==> config.mk <==
export PLATFORM = sky130hd
export DESIGN_NAME = date_string_validator_core
export DESIGN_NICKNAME = d
export VERILOG_FILES = /design/src/hdl/dsv_pkg.sv /design/src/hdl/date_string_validator_core.sv /design/src/hdl/dsv_parse.sv /design/src/hdl/dsv_check.sv
export SDC_FILE = /design/constraint.sdc
export NUM_CORES = 1
export LEC_CHECK = 0
export BUFFER_PORTS_ARGS = -buffer_cell sky130_fd_sc_hd__buf_2
export CAP_MARGIN = 30
export CORE_MARGIN = 2
export CORE_UTILIZATION = 50
export DETAILED_ROUTE_END_ITERATION = 12
export GPL_TIMING_DRIVEN = 1
export HOLD_SLACK_MARGIN = 0.15
export PLACE_DENSITY = 0.7
export SETUP_SLACK_MARGIN = 0.3
export SYNTH_ARGS = -nofsm -noshare
export SYNTH_HDL_FRONTEND = slang
export SYNTH_SLANG_ARGS = --single-unit
==> constraint.sdc <==
create_clock -name clk -period 3.43 [get_ports clk]
set_input_delay 0.686 -clock clk [delete_from_list [all_inputs] [get_ports clk]]
set_output_delay 0.686 -clock clk [all_outputs]
set_load 0.01 [all_outputs]
==> src/hdl/dsv_pkg.sv <==
// ----------------------------------------------------------------------------
// dsv_pkg
// Shared constants, types and helpers for the DD.MM.YYYY date checker.
// ----------------------------------------------------------------------------
`default_nettype none

package dsv_pkg;

    localparam int unsigned CHAR_W  = 8;
    localparam int unsigned POS_W   = 4;
    localparam int unsigned DAY_W   = 7;
    localparam int unsigned MONTH_W = 7;
    localparam int unsigned YEAR_W  = 14;
    localparam int unsigned PAIR_W  = 7;
    localparam int unsigned MDAYS_W = 5;

    localparam logic [POS_W-1:0]  DATE_LEN     = 4'd10;
    localparam logic [POS_W-1:0]  POS_MAX      = 4'd15;
    localparam logic [POS_W-1:0]  DOT_POS_A    = 4'd2;
    localparam logic [POS_W-1:0]  DOT_POS_B    = 4'd5;
    localparam logic [POS_W-1:0]  YEAR_LO_POS  = 4'd8;

    localparam logic [CHAR_W-1:0] DOT_CHAR   = 8'h2E;
    localparam logic [CHAR_W-1:0] DIGIT_ZERO = 8'h30;
    localparam logic [CHAR_W-1:0] DIGIT_NINE = 8'h39;

    localparam logic [YEAR_W-1:0] YEAR_LOWEST_RESET  = 14'd1900;
    localparam logic [YEAR_W-1:0] YEAR_HIGHEST_RESET = 14'd2100;

    localparam logic [MONTH_W-1:0] MONTH_FIRST = 7'd1;
    localparam logic [MONTH_W-1:0] MONTH_LAST  = 7'd12;

    localparam int unsigned CFG_INDEX_W = 1;
    localparam int unsigned CFG_DATA_W  = YEAR_W;

    typedef enum logic [CFG_INDEX_W-1:0] {
        REG_YEAR_LOWEST  = 1'b0,
        REG_YEAR_HIGHEST = 1'b1
    } cfg_reg_t;

    // Parsed string, handed from the parser to the checker
    typedef struct packed {
        logic               len_ok;
        logic               fmt_ok;
        logic [DAY_W-1:0]   day;
        logic [MONTH_W-1:0] month;
        logic [YEAR_W-1:0]  year;
        logic [PAIR_W-1:0]  century;
        logic [PAIR_W-1:0]  year_lo;
    } date_rec_t;

    function automatic logic [PAIR_W-1:0] acc7(input logic [PAIR_W-1:0] v,
                                               input logic [3:0] d);
        return PAIR_W'(v * 7'd10 + {3'b000, d});
    endfunction

    function automatic logic [YEAR_W-1:0] acc14(input logic [YEAR_W-1:0] v,
                                                input logic [3:0] d);
        return YEAR_W'(v * 14'd10 + {10'd0, d});
    endfunction

    function automatic logic [MDAYS_W-1:0] month_days(input logic [MONTH_W-1:0] m,
                                                      input logic leap);
        logic [MDAYS_W-1:0] n;
        unique case (m)
            7'd1, 7'd3, 7'd5, 7'd7, 7'd8, 7'd10, 7'd12: n = 5'd31;
            7'd4, 7'd6, 7'd9, 7'd11:                    n = 5'd30;
            7'd2:                                       n = leap ? 5'd29 : 5'd28;
            default:                                    n = 5'd0;
        endcase
        return n;
    endfunction

endpackage

`default_nettype wire

==> src/hdl/date_string_validator_core.sv <==
// m_tvalid rises once the last byte of a string has passed the parser's record register
// and then the result register; m_tready low can hold the record between the two.
// Throughput: one byte per cycle while s_tready is high; s_tready drops while a parsed
// record waits for the checker, and the parser takes the next string while a result waits.
// Reset (rst_n low, asynchronous) empties the pipeline, clears the parser state
// and loads the year bounds 1900 and 2100.
// ----------------------------------------------------------------------------
// date_string_validator_core
// Checks a DD.MM.YYYY byte stream and reports the parsed Gregorian date.
// ----------------------------------------------------------------------------
`default_nettype none

module date_string_validator_core
(
    input  wire logic                             clk,
    input  wire logic                             rst_n,
    input  wire logic                             s_tvalid,
    output logic                                  s_tready,
    input  wire logic [7:0]                       s_tdata,  // [7:0] char_code
    input  wire logic                             s_tlast,
    output logic                                  m_tvalid,
    input  wire logic                             m_tready,
    output logic [31:0]                           m_tdata,  // [6:0] day_value,
                                                            // [13:7] month_value,
                                                            // [27:14] year_value
    output logic [0:0]                            m_tuser,  // [0] date_ok
    input  wire logic                             cfg_we,
    input  wire logic [dsv_pkg::CFG_INDEX_W-1:0]  cfg_index,
    input  wire logic [dsv_pkg::CFG_DATA_W-1:0]   cfg_wdata
);

    logic [dsv_pkg::YEAR_W-1:0]  year_lowest_reg;
    logic [dsv_pkg::YEAR_W-1:0]  year_highest_reg;
    logic                        in_take;
    logic                        rec_take;
    logic                        rec_valid;
    dsv_pkg::date_rec_t          rec;
    logic                        date_ok;
    logic [dsv_pkg::DAY_W-1:0]   day_value;
    logic [dsv_pkg::MONTH_W-1:0] month_value;
    logic [dsv_pkg::YEAR_W-1:0]  year_value;

    assign in_take = s_tvalid && s_tready;

    always_ff @(posedge clk or negedge rst_n)
    begin
        if (!rst_n)
        begin
            year_lowest_reg  <= dsv_pkg::YEAR_LOWEST_RESET;
            year_highest_reg <= dsv_pkg::YEAR_HIGHEST_RESET;
        end
        else if (cfg_we)
        begin
            unique case (dsv_pkg::cfg_reg_t'(cfg_index))
                dsv_pkg::REG_YEAR_LOWEST:  year_lowest_reg  <= cfg_wdata;
                dsv_pkg::REG_YEAR_HIGHEST: year_highest_reg <= cfg_wdata;
                default: ;
            endcase
        end
    end

    dsv_parse u_parse
    (
        .clk       (clk),
        .rst_n     (rst_n),
        .in_take   (in_take),
        .char_code (s_tdata),
        .is_last   (s_tlast),
        .rec_take  (rec_take),
        .rec_valid (rec_valid),
        .rec       (rec),
        .ready     (s_tready)
    );

    dsv_check u_check
    (
        .clk          (clk),
        .rst_n        (rst_n),
        .rec_valid    (rec_valid),
        .rec          (rec),
        .year_lowest  (year_lowest_reg),
        .year_highest (year_highest_reg),
        .out_ready    (m_tready),
        .rec_take     (rec_take),
        .out_valid    (m_tvalid),
        .date_ok      (date_ok),
        .day_value    (day_value),
        .month_value  (month_value),
        .year_value   (year_value)
    );

    assign m_tdata = {4'b0000, year_value, month_value, day_value};
    assign m_tuser = date_ok;

`ifndef ASSERT_OFF
    a_last_makes_record: assert property (@(posedge clk) disable iff (!rst_n)
        in_take && s_tlast |=> rec_valid)
        else $error("last byte did not produce a parsed record");

    a_record_held: assert property (@(posedge clk) disable iff (!rst_n)
        rec_valid && !rec_take |=> rec_valid && $stable(rec))
        else $error("parsed record lost while waiting");

    a_bad_is_zero: assert property (@(posedge clk) disable iff (!rst_n)
        m_tvalid && !m_tuser[0] |-> m_tdata == 32'd0)
        else $error("rejected date carries nonzero fields");

    a_good_in_range: assert property (@(posedge clk) disable iff (!rst_n)
        m_tvalid && m_tuser[0] |-> m_tdata[6:0] != 7'd0 && m_tdata[13:7] != 7'd0
                                   && m_tdata[13:7] <= 7'd12 && m_tdata[6:0] <= 7'd31)
        else $error("accepted date out of calendar range");
`endif

endmodule

`default_nettype wire

==> src/hdl/dsv_parse.sv <==
// ----------------------------------------------------------------------------
// dsv_parse
// Per-byte format check and decimal accumulation; latches the parsed string.
// ----------------------------------------------------------------------------
`default_nettype none

module dsv_parse
(
    input  wire logic                       clk,
    input  wire logic                       rst_n,
    input  wire logic                       in_take,
    input  wire logic [dsv_pkg::CHAR_W-1:0] char_code,
    input  wire logic                       is_last,
    input  wire logic                       rec_take,
    output logic                            rec_valid,
    output dsv_pkg::date_rec_t              rec,
    output logic                            ready
);

    logic [dsv_pkg::POS_W-1:0]   pos_reg,     pos_next;
    logic                        fmt_reg,     fmt_next;
    logic [dsv_pkg::DAY_W-1:0]   day_reg,     day_next;
    logic [dsv_pkg::MONTH_W-1:0] month_reg,   month_next;
    logic [dsv_pkg::YEAR_W-1:0]  year_reg,    year_next;
    logic [dsv_pkg::PAIR_W-1:0]  century_reg, century_next;
    logic [dsv_pkg::PAIR_W-1:0]  ylo_reg,     ylo_next;
    logic                        rec_valid_reg, rec_valid_next;
    dsv_pkg::date_rec_t          rec_reg;
    logic                        is_digit;
    logic [3:0]                  digit;
    logic                        load_rec;

    assign is_digit = (char_code >= dsv_pkg::DIGIT_ZERO) && (char_code <= dsv_pkg::DIGIT_NINE);
    assign digit    = char_code[3:0];
    assign load_rec = in_take && is_last;
    assign ready    = !rec_valid_reg || rec_take;

    always_comb
    begin
        pos_next     = pos_reg;
        fmt_next     = fmt_reg;
        day_next     = day_reg;
        month_next   = month_reg;
        year_next    = year_reg;
        century_next = century_reg;
        ylo_next     = ylo_reg;
        if (in_take)
        begin
            if (pos_reg < dsv_pkg::DATE_LEN)
            begin
                if (pos_reg == dsv_pkg::DOT_POS_A || pos_reg == dsv_pkg::DOT_POS_B)
                begin
                    if (char_code != dsv_pkg::DOT_CHAR)
                        fmt_next = 1'b0;
                end
                else if (!is_digit)
                begin
                    fmt_next = 1'b0;
                end
                else if (pos_reg < dsv_pkg::DOT_POS_A)
                begin
                    day_next = dsv_pkg::acc7(day_reg, digit);
                end
                else if (pos_reg < dsv_pkg::DOT_POS_B)
                begin
                    month_next = dsv_pkg::acc7(month_reg, digit);
                end
                else
                begin
                    year_next = dsv_pkg::acc14(year_reg, digit);
                    if (pos_reg < dsv_pkg::YEAR_LO_POS)
                        century_next = dsv_pkg::acc7(century_reg, digit);
                    else
                        ylo_next = dsv_pkg::acc7(ylo_reg, digit);
                end
            end
            if (pos_reg < dsv_pkg::POS_MAX)
                pos_next = pos_reg + 4'd1;
        end
    end

    always_comb
    begin
        rec_valid_next = rec_valid_reg;
        if (rec_take)
            rec_valid_next = 1'b0;
        if (load_rec)
            rec_valid_next = 1'b1;
    end

    always_ff @(posedge clk or negedge rst_n)
    begin
        if (!rst_n)
        begin
            pos_reg       <= '0;
            fmt_reg       <= 1'b1;
            day_reg       <= '0;
            month_reg     <= '0;
            year_reg      <= '0;
            century_reg   <= '0;
            ylo_reg       <= '0;
            rec_valid_reg <= 1'b0;
        end
        else
        begin
            rec_valid_reg <= rec_valid_next;
            if (load_rec)
            begin
                pos_reg     <= '0;
                fmt_reg     <= 1'b1;
                day_reg     <= '0;
                month_reg   <= '0;
                year_reg    <= '0;
                century_reg <= '0;
                ylo_reg     <= '0;
            end
            else
            begin
                pos_reg     <= pos_next;
                fmt_reg     <= fmt_next;
                day_reg     <= day_next;
                month_reg   <= month_next;
                year_reg    <= year_next;
                century_reg <= century_next;
                ylo_reg     <= ylo_next;
            end
        end
    end

    always_ff @(posedge clk)
    begin
        if (load_rec)
        begin
            rec_reg.len_ok  <= (pos_next == dsv_pkg::DATE_LEN);
            rec_reg.fmt_ok  <= fmt_next;
            rec_reg.day     <= day_next;
            rec_reg.month   <= month_next;
            rec_reg.year    <= year_next;
            rec_reg.century <= century_next;
            rec_reg.year_lo <= ylo_next;
        end
    end

    assign rec_valid = rec_valid_reg;
    assign rec       = rec_reg;

endmodule

`default_nettype wire

==> src/hdl/dsv_check.sv <==
// ----------------------------------------------------------------------------
// dsv_check
// Range and calendar check of a parsed date; holds the result register.
// ----------------------------------------------------------------------------
`default_nettype none

module dsv_check
(
    input  wire logic                        clk,
    input  wire logic                        rst_n,
    input  wire logic                        rec_valid,
    input  wire dsv_pkg::date_rec_t          rec,
    input  wire logic [dsv_pkg::YEAR_W-1:0]  year_lowest,
    input  wire logic [dsv_pkg::YEAR_W-1:0]  year_highest,
    input  wire logic                        out_ready,
    output logic                             rec_take,
    output logic                             out_valid,
    output logic                             date_ok,
    output logic [dsv_pkg::DAY_W-1:0]        day_value,
    output logic [dsv_pkg::MONTH_W-1:0]      month_value,
    output logic [dsv_pkg::YEAR_W-1:0]       year_value
);

    logic                          out_valid_reg, out_valid_next;
    logic                          ok_reg;
    logic [dsv_pkg::DAY_W-1:0]     day_reg;
    logic [dsv_pkg::MONTH_W-1:0]   month_reg;
    logic [dsv_pkg::YEAR_W-1:0]    year_reg;
    logic                          leap;
    logic [dsv_pkg::MDAYS_W-1:0]   mdays;
    logic                          ok;

    // leap: year divisible by 4 and not by 100, or by 400
    assign leap = ((rec.year_lo != '0) && (rec.year_lo[1:0] == 2'b00))
               || ((rec.year_lo == '0) && (rec.century[1:0] == 2'b00));
    assign mdays = dsv_pkg::month_days(rec.month, leap);

    assign ok = rec.len_ok && rec.fmt_ok
             && (rec.year >= year_lowest) && (rec.year <= year_highest)
             && (rec.month >= dsv_pkg::MONTH_FIRST) && (rec.month <= dsv_pkg::MONTH_LAST)
             && (rec.day != '0) && (rec.day <= {2'b00, mdays});

    assign rec_take = rec_valid && (!out_valid_reg || out_ready);

    always_comb
    begin
        out_valid_next = out_valid_reg;
        if (out_ready)
            out_valid_next = 1'b0;
        if (rec_take)
            out_valid_next = 1'b1;
    end

    always_ff @(posedge clk or negedge rst_n)
    begin
        if (!rst_n)
            out_valid_reg <= 1'b0;
        else
            out_valid_reg <= out_valid_next;
    end

    always_ff @(posedge clk)
    begin
        if (rec_take)
        begin
            ok_reg    <= ok;
            day_reg   <= ok ? rec.day   : '0;
            month_reg <= ok ? rec.month : '0;
            year_reg  <= ok ? rec.year  : '0;
        end
    end

    assign out_valid   = out_valid_reg;
    assign date_ok     = ok_reg;
    assign day_value   = day_reg;
    assign month_value = month_reg;
    assign year_value  = year_reg;

endmodule

`default_nettype wire
# Word-level counts from Yosys, hierarchy flattened
# Cells that the tools add are included.
# op_classes
order_cmp	12
add_sub_neg	6
div	0
eq_ne	16
multipliers	5
reduce_logical	30
shifts	0
bitwise_logic	1
mux	51
# ops
cell	count
$mux 7	29
$mux 14	7
$eq 7x4->1 const B	5
$add 7x4->7	4
$eq 7x3->1 const B	4
$mul 7x3->6 const B	4
$pmux 5 s3	1
$add 14x4->14	1
$eq 7x2->1 const B	2
$ge 14x14->1	1
$le 14x14->1	1
$mul 14x3->13 const B	1
$reduce_bool 7->1	2
$logic_and 1x1->1	13
$lt 4x4->1 const B	3
$mux 4	3
$mux 1	11
$ge 8x6->1 const B	1
$le 8x6->1 const B	1
$ne 8x6->1 const B	1
$eq 7x1->1 const B	1
$ge 7x1->1 const B	1
$le 7x4->1 const B	1
$le 7x5->1	1
15 further kinds	22
# word_totals
ram_bits	0
mem_count	0
latchBits	0
inputBits	29
regBits	145
output_inout_bits	35
romBits	0
wordCells	143

# Longest topological paths before layout
# depth
word_depth	10
ltp_mapped	15
ltp_nobuf	14

# By module
# A second synthesis with hierarchy kept.
# unflattened
cells_unflattened	745
area_unflattened_um2	8802.2
# by_module_without_submodules
mod	area_per_inst_um2	instances	cells_per_inst
dsv_parse	5472.7	1	462
dsv_check	2199.6	1	216
date_string_validator_core	1129.8	1	67

# Worst setup path after synthesis
# Ideal clock, no wire load.
# synth_timing
kind	reg-to-reg
from	reg u_parse.year_reg[1] in the netlist's numbering
to	reg u_parse.rec_reg (netlist bit u_parse.rec[27]) (data pin)
synth_period_minus_slack_ns	2.953
path_stages_with_launch	11
required_ns	3.158
setup_slack_ns	0.477
t_arrival_ns	2.682
setup_time_ns	0.272
path_cell_list	dfrtp_1 -> ha_1 -> ha_1 -> fa_1 -> a211oi_4 -> nor4b_1 -> or3b_2 -> nand4_2 -> nor3_2 -> xnor2_1 -> a21oi_1
# synth_between
elab_chain_len	8
# synth_lines
item	line_no	source
from (decl)	dsv_parse.sv:24	logic [dsv_pkg::YEAR_W-1:0] year_reg, year_next;
from (signal assigned)	dsv_parse.sv:123	year_reg <= year_next;
$mul 14x3->13	dsv_pkg.sv:59	return YEAR_W'(v * 14'd10 + {10'd0, d});
$add 14x4->14	dsv_pkg.sv:59	
$mux 14	dsv_parse.sv:64	else if (pos_reg < dsv_pkg::DOT_POS_B)
$mux 14	dsv_parse.sv:60	else if (pos_reg < dsv_pkg::DOT_POS_A)
$mux 14	dsv_parse.sv:56	else if (!is_digit)
$mux 14	dsv_parse.sv:51	if (pos_reg == dsv_pkg::DOT_POS_A || pos_reg == dsv_pkg::DOT_POS_B)
$mux 14	dsv_parse.sv:49	if (pos_reg < dsv_pkg::DATE_LEN)
$mux 14	dsv_parse.sv:47	if (in_take)
net u_parse.year_next, one bit	dsv_parse.sv:24	
to (decl)	dsv_parse.sv:28	dsv_pkg::date_rec_t rec_reg;
# The timed path passes the listed nets, and every way through them passes these cells.
# A chain may end at the register's enable or synchronous reset.

# Worst setup path after layout
# layout_timing
from	reg u_parse.year_reg[1] in the netlist's numbering
to	reg u_parse.year_reg[11] in the netlist's numbering
# layout_between
elab_chain_len	9
# layout_lines
item	line_no	source
$mul 14x3->13	dsv_pkg.sv:59	
$add 14x4->14	dsv_pkg.sv:59	
$mux 14	dsv_parse.sv:64	
$mux 14	dsv_parse.sv:60	
$mux 14	dsv_parse.sv:56	
$mux 14	dsv_parse.sv:51	
$mux 14	dsv_parse.sv:49	
$mux 14	dsv_parse.sv:47	
net u_parse.year_next, one bit	dsv_parse.sv:24	
$mux 14	dsv_parse.sv:107	if (load_rec)
# The timed path passes the listed nets, and every way through them passes these cells.

==> flow_summary.json <==
{
  "postRouteAntennaNets": 0,
  "start_kind": "register",
  "cts.clk_slew.worst_paths_ns": 0.06,
  "r2r_cells": 10,
  "hpwl_um": 11200,
  "rsz0062_at_grt": "false",
  "critPathBufInv": 0,
  "htree_levels": 4,
  "max_freq_mhz": 326,
  "yosys_warnings": 0,
  "ctsLongestPathBuffers": 2,
  "antenna_found_initial": 0,
  "ys_ff_latch": 140,
  "clk_latency_ns": 0.42,
  "ys_async_sr_fraction_pct": 51.4,
  "final-seq-area_mm2": 0.00386,
  "post-route-drc-count": 0,
  "drv_slew": 0,
  "power_density_mw_per_mm2": 479,
  "cp_slowest_cell": "or3b_2",
  "synth_cell_types": 69,
  "cp_common_cell": "ha_1",
  "crit_path_max_incr_delay_ns": 0.50,
  "yosysSeqAreaShare_pct": 48.3,
  "whs_ns": 0.335,
  "criticalPathCategory": "reg2reg",
  "hold_class": "in2async",
  "routed_wl_um": 15900,
  "drt-wirelength-per-cell_um": 15.9,
  "path_cells": "ha_1, ha_1, fa_2, a211oi_4, nor4b_1, or3b_2, nand4_2, xor2_1, mux2_4, and2_4",
  "grt_overflow_total": 0,
  "die_y_um": 130,
  "cap_violations": 0,
  "drive_above_1_share_pct": 23.8,
  "vdd_drop_max_mv": 0.360,
  "syn_avg_cell_area_um2": 11.5,
  "largest_reg_flops": 39,
  "multi_input_area_mm2": 0.00396,
  "skew_ns": 0.00591,
  "via_per_inst": 5.41,
  "synth_edf_count": 68,
  "cp_top_family": "adder cells",
  "fp.coreArea_mm2": 0.0158,
  "hold_viol": 0,
  "cts_made_buffers": 17,
  "cts.sinks": 140,
  "grt_pass1_vias": 5453,
  "synth.cell_area_mm2": 0.00800,
  "vias": 5395,
  "crit_path_end_kind": "register",
  "io_pins": 64,
  "setup_viol": 0,
  "synthFlopType": "edfxtp_1",
  "fin_nets": 885,
  "area_growth_syn_to_layout_pct": 17.1,
  "r2r_start": "u_parse.year_reg[1]",
  "required_ns": 3.74,
  "die_w_um": 130,
  "worstReg2RegEnd": "u_parse.year_reg[11]",
  "critPathArrivalTime_ns": 3.38,
  "max_slew_margin_pct": 49.1,
  "grt_pass1_wl_um": 26400,
  "dr.pass1.iters": 4,
  "track_usage_pct": 20.0,
  "reg2reg_slack_ns": 0.37,
  "tns_ns": 0,
  "status": "completed",
  "leakagePower_nw": 4.16,
  "antenna_cells": 0,
  "dieArea_mm2": 0.0170,
  "worstMarginPinSlew_ns": 0.763,
  "io_buffer_count": 59,
  "start_util_pct": 50.7,
  "period_needed_ns": 3.06,
  "nFillCells": 1288,
  "cts_hold_buf": 0,
  "gp_congestion": 0.866,
  "finalCritPeriodShare_pct": 89.3,
  "grt_max_degree": 43,
  "first_iter_violations": 335,
  "cts_root_buffer": "clkbuf_16",
  "syn_inst": 697,
  "cp_max_fo": 5,
  "tritoncts": "yes",
  "crit_start": "u_parse.year_reg[1]",
  "rows": 46
}
report_power, final:
part | internal [mW] | leakage [nW] | total (mW) | switching (mW)
clock network | 1.36 | 0.323 | 2.08 | 0.716
registers | 1.88 | 1.58 | 1.93 | 0.0596
logic | 0.188 | 2.26 | 0.470 | 0.283
through the flow:
stage | power (mW) | std cells | cell area (um2) | setup WS (ns) | utilization [%]
3_3_place_gp | 2.40 | 963 | 8570 | 0.380 | 54.4
4_1_cts | 4.52 | 995 | 9240 | 0.302 | 58.6
3_5_place_dp | 2.43 | 963 | 8570 | 0.337 | 54.4
6_report | 4.48 | 998 | 9370 | 0.365 | 59.4
5_1_grt | 4.66 | 998 | 9370 | 0.245 | 59.4
2_1_floorplan | 2.26 | 705 | 8030 | 0.477 | -
how the worst max path moves through the flow:
stage | endpoint | slack [ns] | cells past startpoint
3_3_place_gp | u_parse.rec[27] | 0.38 | 10
2_1_floorplan | u_parse.rec[27] | 0.48 | 10
3_5_place_dp | u_parse.rec[27] | 0.34 | 10
4_1_cts | u_parse.rec[27] | 0.30 | 10
5_1_grt | u_check.day_value[3] | 0.25 | 14
6_report | u_parse.year_reg[11] | 0.37 | 10
cell type report:
| cell class | count | area share (%) |
|---|---|---|
| clock buffer | 17 | 4.54 |
| clock inverter | 15 | 2.62 |
| inverter | 50 | 2.00 |
| timing repair buffer | 72 | 4.46 |
| multi-input combinational | 488 | 42.3 |
| tap | 216 | 2.89 |
| sequential | 140 | 41.2 |
metal layers:
metal	global-route usage, %	vias up	wire length, um
met3	4.28	15	701
met4	5.76	0	177
met1	26.6	2628	7490
li1	-	2620	-
met5	0	-	0
met2	33.5	132	7530
cell usage after synthesis (all sizes together), types with 3 or more instances:
| cell type | instances | area [um2] |
|---|---|---|
| ha | 79 | 988 |
| edfxtp | 68 | 2040 |
| dfrtp | 60 | 1500 |
| inv | 50 | 188 |
| nand2 | 50 | 188 |
| and2 | 38 | 240 |
| mux2 | 38 | 432 |
| o21ai | 38 | 190 |
| nor2 | 29 | 114 |
| xnor2 | 27 | 236 |
| a21oi | 24 | 120 |
| nor4b | 22 | 208 |
| clkbuf | 16 | 60.1 |
| a21o | 12 | 90.1 |
| dfstp | 12 | 315 |
| buf | 11 | 65.1 |
| xor2 | 11 | 96.3 |
| nor3 | 10 | 66.3 |
| nand3 | 9 | 45.0 |
| a31oi | 8 | 50.1 |
| fa | 8 | 160 |
| nor2b | 8 | 50.1 |
| nor3b | 7 | 52.6 |
| nand2b | 6 | 37.5 |
| nand4 | 5 | 37.5 |
| nor4 | 5 | 31.3 |
| a211oi | 4 | 52.6 |
| o211ai | 4 | 30.0 |
| and3 | 3 | 18.8 |
| mux2i | 3 | 30.0 |
| nand3b | 3 | 22.5 |
cell families (layout without fill, tap and decap cells):
family                     count (synthesis)  count (layout)  share of synthesized area, %
buffers and inverters                     77             154                          3.91
other                                      1               9                        0.0469
adders and majority gates                 87              87                          14.4
and+or+nand+nor                          205             205                          14.9
muxes                                     41              41                          5.77
xor gates and xnor gates                  38              38                          4.16
AOI/OAI and AO/OA                        108             108                          8.59
DFF                                      140             140                          48.3
cells in the final DEF, fill, tap and decap left out, drive strengths merged, types with 5 or more instances in the layout:
master and instances:
a21oi 24, xnor2 27, and2 38, buf 72
a31oi 8, ha 79, edfxtp 68, nand4 5
nor2 29, clkbuf 17, dfstp 12, dfrtp 60
nor3b 7, bufinv 6, o21ai 38, nor3 10
nand2b 6, conb 9, a21o 12, xor2 11
fa 8, nor4b 22, mux2 38, inv 51
nor2b 8, nand2 50, clkinv 6, nand3 9
nor4 5
repair_timing:
action	in CTS	in global routing
setup buffers	0	3
setup endpoints to repair	0	24
resized for setup	0	18
Note: power is estimated with default switching activity, not from simulation.
